==> config.mk <==
export PLATFORM = sky130hd
export DESIGN_NAME = sorted_value_list_unit
export DESIGN_NICKNAME = d
export VERILOG_FILES = /design/src/sv/svl_pkg.sv /design/src/sv/svl_cell.sv /design/src/sv/sorted_value_list_unit.sv
export SDC_FILE = /design/constraint.sdc
export NUM_CORES = 2
export LEC_CHECK = 0
export ABC_AREA = 1
export BUFFER_PORTS_ARGS = -buffer_cell sky130_fd_sc_hd__buf_4
export CORE_MARGIN = 2
export CORE_UTILIZATION = 60
export CTS_BUF_LIST = sky130_fd_sc_hd__clkbuf_8 sky130_fd_sc_hd__clkbuf_16
export DETAILED_ROUTE_END_ITERATION = 10
export PLACE_DENSITY = 0.76
export SYNTH_ARGS = -nofsm -noshare
export SYNTH_HDL_FRONTEND = slang
export SYNTH_HIERARCHICAL = 1
export SYNTH_SLANG_ARGS = --single-unit
==> constraint.sdc <==
create_clock -name clock -period 8.1 [get_ports clock]
set_input_delay 0.81 -clock clock [delete_from_list [all_inputs] [get_ports clock]]
set_output_delay 0.81 -clock clock [all_outputs]
set_load 0.05 [all_outputs]
==> src/sv/svl_pkg.sv <==
// ----------------------------------------------------------------------------
// svl_pkg: shared types and codes of the sorted value list
// operation and status codes, the command broadcast to the cells and the
// comparison flags that each cell reports
// ----------------------------------------------------------------------------
package svl_pkg;

   localparam int ValueWidth = 32;
   localparam int CountWidth = 5;

   typedef enum logic {
      ACTION_INSERT = 1'b0,
      ACTION_REMOVE = 1'b1
   } action_type;

   typedef enum logic [1:0] {
      STATUS_DONE      = 2'd0,
      STATUS_NOT_FOUND = 2'd1,
      STATUS_FULL      = 2'd2
   } status_type;

   // command seen by every cell in the row
   typedef struct packed {
      logic                         ins_en;
      logic                         rem_en;
      logic signed [ValueWidth-1:0] value;
   } cmd_type;

   // comparison results of one cell
   typedef struct packed {
      logic ins_ge;   // at or beyond the insert position
      logic rem_ge;   // at or beyond the first entry not below the value
      logic match;    // holds a live entry equal to the value
   } flags_type;

endpackage

==> src/sv/svl_cell.sv <==
// ----------------------------------------------------------------------------
// svl_cell: one slot of the sorted value list
// holds one entry, compares it against the broadcast value and takes its
// next value from itself, its left or right neighbour or the new value
// ----------------------------------------------------------------------------
module svl_cell (
   input  logic                                  clock,
   input  svl_pkg::cmd_type                      cmd,
   input  logic                                  in_use,
   input  logic                                  left_ins_ge,
   input  logic signed [svl_pkg::ValueWidth-1:0] left_entry,
   input  logic signed [svl_pkg::ValueWidth-1:0] right_entry,
   output logic signed [svl_pkg::ValueWidth-1:0] entry,
   output svl_pkg::flags_type                    flags
);

   logic signed [svl_pkg::ValueWidth-1:0] entry_ff;
   logic signed [svl_pkg::ValueWidth-1:0] entry_in;
   logic signed [svl_pkg::ValueWidth-1:0] value;

   assign value = $signed(cmd.value);
   assign entry = entry_ff;

   // unused slots count as beyond the insert point
   always_comb begin
      flags.ins_ge = !in_use || (entry_ff > value);
      flags.rem_ge = in_use && (entry_ff >= value);
      flags.match  = in_use && (entry_ff == value);
   end

   always_comb begin
      entry_in = entry_ff;
      if (cmd.ins_en && flags.ins_ge) begin
         // first slot at the insert point takes the value, the rest shift right
         entry_in = left_ins_ge ? left_entry : value;
      end else if (cmd.rem_en && flags.rem_ge) begin
         entry_in = right_entry;
      end
   end

   always_ff @(posedge clock) begin
      entry_ff <= entry_in;
   end

endmodule

==> src/sv/sorted_value_list_unit.sv <==
// ----------------------------------------------------------------------------
// sorted_value_list_unit: bounded sorted multiset of signed values
// a row of compare-and-shift cells keeps the entries in ascending order
// ----------------------------------------------------------------------------
// usage
//   request channel (req_valid, req_stall, req_action, req_value) carries one
//   operation per transfer: insert places the value after equal entries,
//   remove deletes the lowest-placed equal entry
//   response channel (rsp_valid, rsp_stall, rsp_status, rsp_entry_count)
//   returns exactly one transfer per request, in request order
// latency and throughput
//   the response is valid the cycle after the request transfer; one operation
//   per cycle unless a response waits on a stall, set by the compare and shift
//   that all cells of the row do in parallel against the broadcast value
// reset
//   synchronous, active high: the entry count goes to zero, the response
//   register is emptied and req_stall is held high so no request is taken;
//   the cell contents are left as they are
// stalls
//   a waiting response holds steady while rsp_stall is high; a new request
//   is still taken when the response register is empty or being drained
// ----------------------------------------------------------------------------
module sorted_value_list_unit #(
   parameter int CAPACITY = 16
) (
   input  logic                                  clock,
   input  logic                                  reset,
   input  logic                                  req_valid,
   output logic                                  req_stall,
   input  logic                                  req_action,
   input  logic signed [svl_pkg::ValueWidth-1:0] req_value,
   output logic                                  rsp_valid,
   input  logic                                  rsp_stall,
   output logic [1:0]                            rsp_status,
   output logic [svl_pkg::CountWidth-1:0]        rsp_entry_count
);

   localparam int CW = $clog2(CAPACITY + 1);

   // entry count
   logic [CW-1:0] count_ff;
   logic [CW-1:0] count_in;

   // response register
   logic                               rsp_valid_ff;
   logic                               rsp_valid_in;
   svl_pkg::status_type                rsp_status_ff;
   svl_pkg::status_type                rsp_status_in;
   logic [svl_pkg::CountWidth-1:0]     rsp_count_ff;

   // cell row
   logic signed [svl_pkg::ValueWidth-1:0] entries [CAPACITY];
   svl_pkg::flags_type                    flags   [CAPACITY];
   logic [CAPACITY-1:0]                   match_vec;

   logic             accept;
   logic             is_insert;
   logic             full;
   logic             found;
   svl_pkg::cmd_type cmd;

   // a request transfer is held off during reset and while a response waits
   // on a stall
   assign req_stall = reset || (rsp_valid_ff && rsp_stall);
   assign accept    = req_valid && !req_stall;
   assign is_insert = (req_action == svl_pkg::ACTION_INSERT);
   assign full      = (count_ff == CW'(CAPACITY));

   // equal entries of a sorted row sit together, so any live match will do
   assign found = |match_vec;

   always_comb begin
      cmd.ins_en = accept && is_insert && !full;
      cmd.rem_en = accept && !is_insert && found;
      cmd.value  = req_value;
   end

   // row of cells, each wired to its neighbours
   for (genvar i = 0; i < CAPACITY; i++) begin : g_cell
      logic                                  left_ins_ge;
      logic signed [svl_pkg::ValueWidth-1:0] left_entry;
      logic signed [svl_pkg::ValueWidth-1:0] right_entry;

      if (i == 0) begin : g_first
         assign left_ins_ge = 1'b0;
         assign left_entry  = '0;
      end else begin : g_inner
         assign left_ins_ge = flags[i-1].ins_ge;
         assign left_entry  = entries[i-1];
      end

      if (i == CAPACITY - 1) begin : g_last
         assign right_entry = entries[i];
      end else begin : g_body
         assign right_entry = entries[i+1];
      end

      assign match_vec[i] = flags[i].match;

      svl_cell u_cell (
         .clock       (clock),
         .cmd         (cmd),
         .in_use      (count_ff > CW'(i)),
         .left_ins_ge (left_ins_ge),
         .left_entry  (left_entry),
         .right_entry (right_entry),
         .entry       (entries[i]),
         .flags       (flags[i])
      );
   end

   // count and status of this operation
   always_comb begin
      count_in      = count_ff;
      rsp_status_in = svl_pkg::STATUS_DONE;
      if (is_insert) begin
         if (full) begin
            rsp_status_in = svl_pkg::STATUS_FULL;
         end else begin
            count_in = count_ff + CW'(1);
         end
      end else begin
         if (found) begin
            count_in = count_ff - CW'(1);
         end else begin
            rsp_status_in = svl_pkg::STATUS_NOT_FOUND;
         end
      end
   end

   // response slot fills on a request transfer, empties on a response transfer
   always_comb begin
      rsp_valid_in = rsp_valid_ff;
      if (accept) begin
         rsp_valid_in = 1'b1;
      end else if (!rsp_stall) begin
         rsp_valid_in = 1'b0;
      end
   end

   always_ff @(posedge clock) begin
      if (reset) begin
         count_ff     <= '0;
         rsp_valid_ff <= 1'b0;
      end else begin
         rsp_valid_ff <= rsp_valid_in;
         if (accept) begin
            count_ff <= count_in;
         end
      end
   end

   // payload needs no reset
   always_ff @(posedge clock) begin
      if (accept) begin
         rsp_status_ff <= rsp_status_in;
         rsp_count_ff  <= svl_pkg::CountWidth'(count_in);
      end
   end

   assign rsp_valid       = rsp_valid_ff;
   assign rsp_status      = rsp_status_ff;
   assign rsp_entry_count = rsp_count_ff;

endmodule

==> metrics.cfg <==
[placement]
dpl-instance-area_mm2 = 0.0454
pre_cts_ws_ps = 2530
portBuffers = 45
hpwl_um = 104000
gp_congestion = 0.966

[worst_setup_path]
cp_cell_sequence = nand2_1, o21ai_0, o31ai_1, inv_1, nand3_1, nor3_1, and3_1, nor2_1, nand2_1, nor2_4, nand2_4, nand2_1, nor2_2, nand3_1, nand2_1, buf_4
cp_common_cell = nand2_1
worstPathRequired_ps = 8400
critical_path.max_stage_delay_ps = 980
start_kind = flop
path_class = flop to flop
critical_path.slowest_cell = o21ai_0
crit_arrival_ps = 5940
end_kind = flop
crit_path_max_fanout = 17

[final_layout]
post-route-cell-area_mm2 = 0.0475
n_antenna_cell = 0
nets = 6394
syn_to_final_growth_pct = 6.13
drive_above_1_share_pct = 5.18

[power]
power_density_mw_per_mm2 = 153
p_leak_nw = 24.1
power_mw = 7.30
vdd_drop_max_mv = 0.144

[timing]
drv_slew = 0
hold_ws_ps = 342
fmaxAchievable_mhz = 177
setup_violations = 0
rsz0062_at_grt = no
layout_setup_ws_ps = 2450
relSlewSlack_pct = 15.8
finalHoldViolCount = 0
fin_skew_ps = 38.7
fin_tns_setup_ps = 0
tightest_slew_ps = 1250
min_period_ps = 5650
period_share_pct = 69.7

[logic_synthesis]
synth_area_mm2 = 0.0448
syn_area_per_cell_um2 = 7.50
yosys_warnings = 6
netlist_instances = 5970

[die]
row_count = 100
dieArea_mm2 = 0.0769
start_util_pct = 60.4
io_pins = 46
fp.coreArea_mm2 = 0.0742
die_h_um = 277
dieWidth_um = 277

[grt]
antenna_found_initial = 1
grt_max_degree = 142
grt_pass1_vias = 41400
grt_pass1_wl_um = 227000
grt_overflow = 0
grt_usage_pct = 37.1

[clock_tree]
htreeDepth = 3
cts_buffer_depth = 3
clkSinkCount = 525
cts_setup_buffers = 0
insertion_delay_ps = 630
cts-root-buf = clkbuf_16
cts-buffers-inserted = 67
holdBufCountCts = 0
cts_tree = built
clk_pin_slew_ps = 60
ctsResizeCount = 0

[route]
antenna_left = 0
wire_per_inst_um = 21.1
drc_errors = 0
dr.pass1.iters = 8
routed_wl_um = 145000
vias_per_cell = 6.24
drt_iter0_markers = 5089
vias = 42800

[run]
cap_viol_max_count = 0

[run_status]
outcome = complete, no violations

[min_path]
hold_path.class = primary input to flop

-- placed cells by master, fill, tap and decap left out, types with 17 or more instances in the layout --
cell	n
nand2_1	2143
inv_1	701
nand4_1	545
o21ai_0	534
edfxtp_1	519
ha_1	518
a21oi_1	226
nand3_1	126
nor2_1	111
buf_4	88
clkbuf_16	71
conb_1	33
o21a_1	32
nor3_1	32
nand3_2	17
inv_2	17
nor2_2	17
-- critical path, delay by kind of cell, from the launching register on --
kind,cells,cell delay [ps]
DFF,1,640
and+or+nand+nor,12,2730
buffers and inverters,2,750
AOI/OAI and AO/OA,2,1210
-- per-stage QoR --
stage | util [%] | instances
after floorplan | - | 6002
after global placement | 61.2 | 6739
after detailed placement | 61.2 | 6739
after CTS | 64.1 | 6856
after global routing | 64.1 | 6856
final | 64.1 | 6856
-- registers in the layout (all words and copies together), names as in the netlist --
name	count
g_cell.u_cell/entry	512
count_ff	5
rsp_status	2
rsp_entry_count	5
rsp_valid	1
-- per-layer routing --
metal,vias to the layer above,GRT usage [%],share of wire [%]
li1,20000,-,-
met1,20000,46.6,39
met2,2297,60.1,46
met3,541,5.96,8.8
met4,0,22.4,6.8
met5,-,0,0
-- path summary, 6_finish.rpt --
path	startpoint	end	slack, ps	depth (start not counted)
max	count_ff[2]$_SDFFE_PP0N_	g_cell[0].u_cell/entry[4]$_DFFE_PP_	2450	16
min	reset	rsp_valid$_SDFFE_PP0P_	340	2
max reg2reg	count_ff[2]$_SDFFE_PP0N_	g_cell[0].u_cell/entry[4]$_DFFE_PP_	2450	16
min reg2reg	rsp_valid$_SDFFE_PP0P_	rsp_valid$_SDFFE_PP0P_	480	2
-- cell type report --
class	instances	area, um^2
timing repair buffer	91	721
clock inverter	46	374
clock buffer	71	1780
tap	969	1210
inverter	704	2640
fill	6546	26700
sequential	525	15700
multi-input combinational	4450	25100
-- power by group --
part	internal, mW	leakage [nW]	switching (mW)
registers	3.09	4.82	0.0802
clock network	1.79	1.11	1.22
logic	0.347	18.2	0.771
Note: power is estimated with default switching activity, not from simulation.
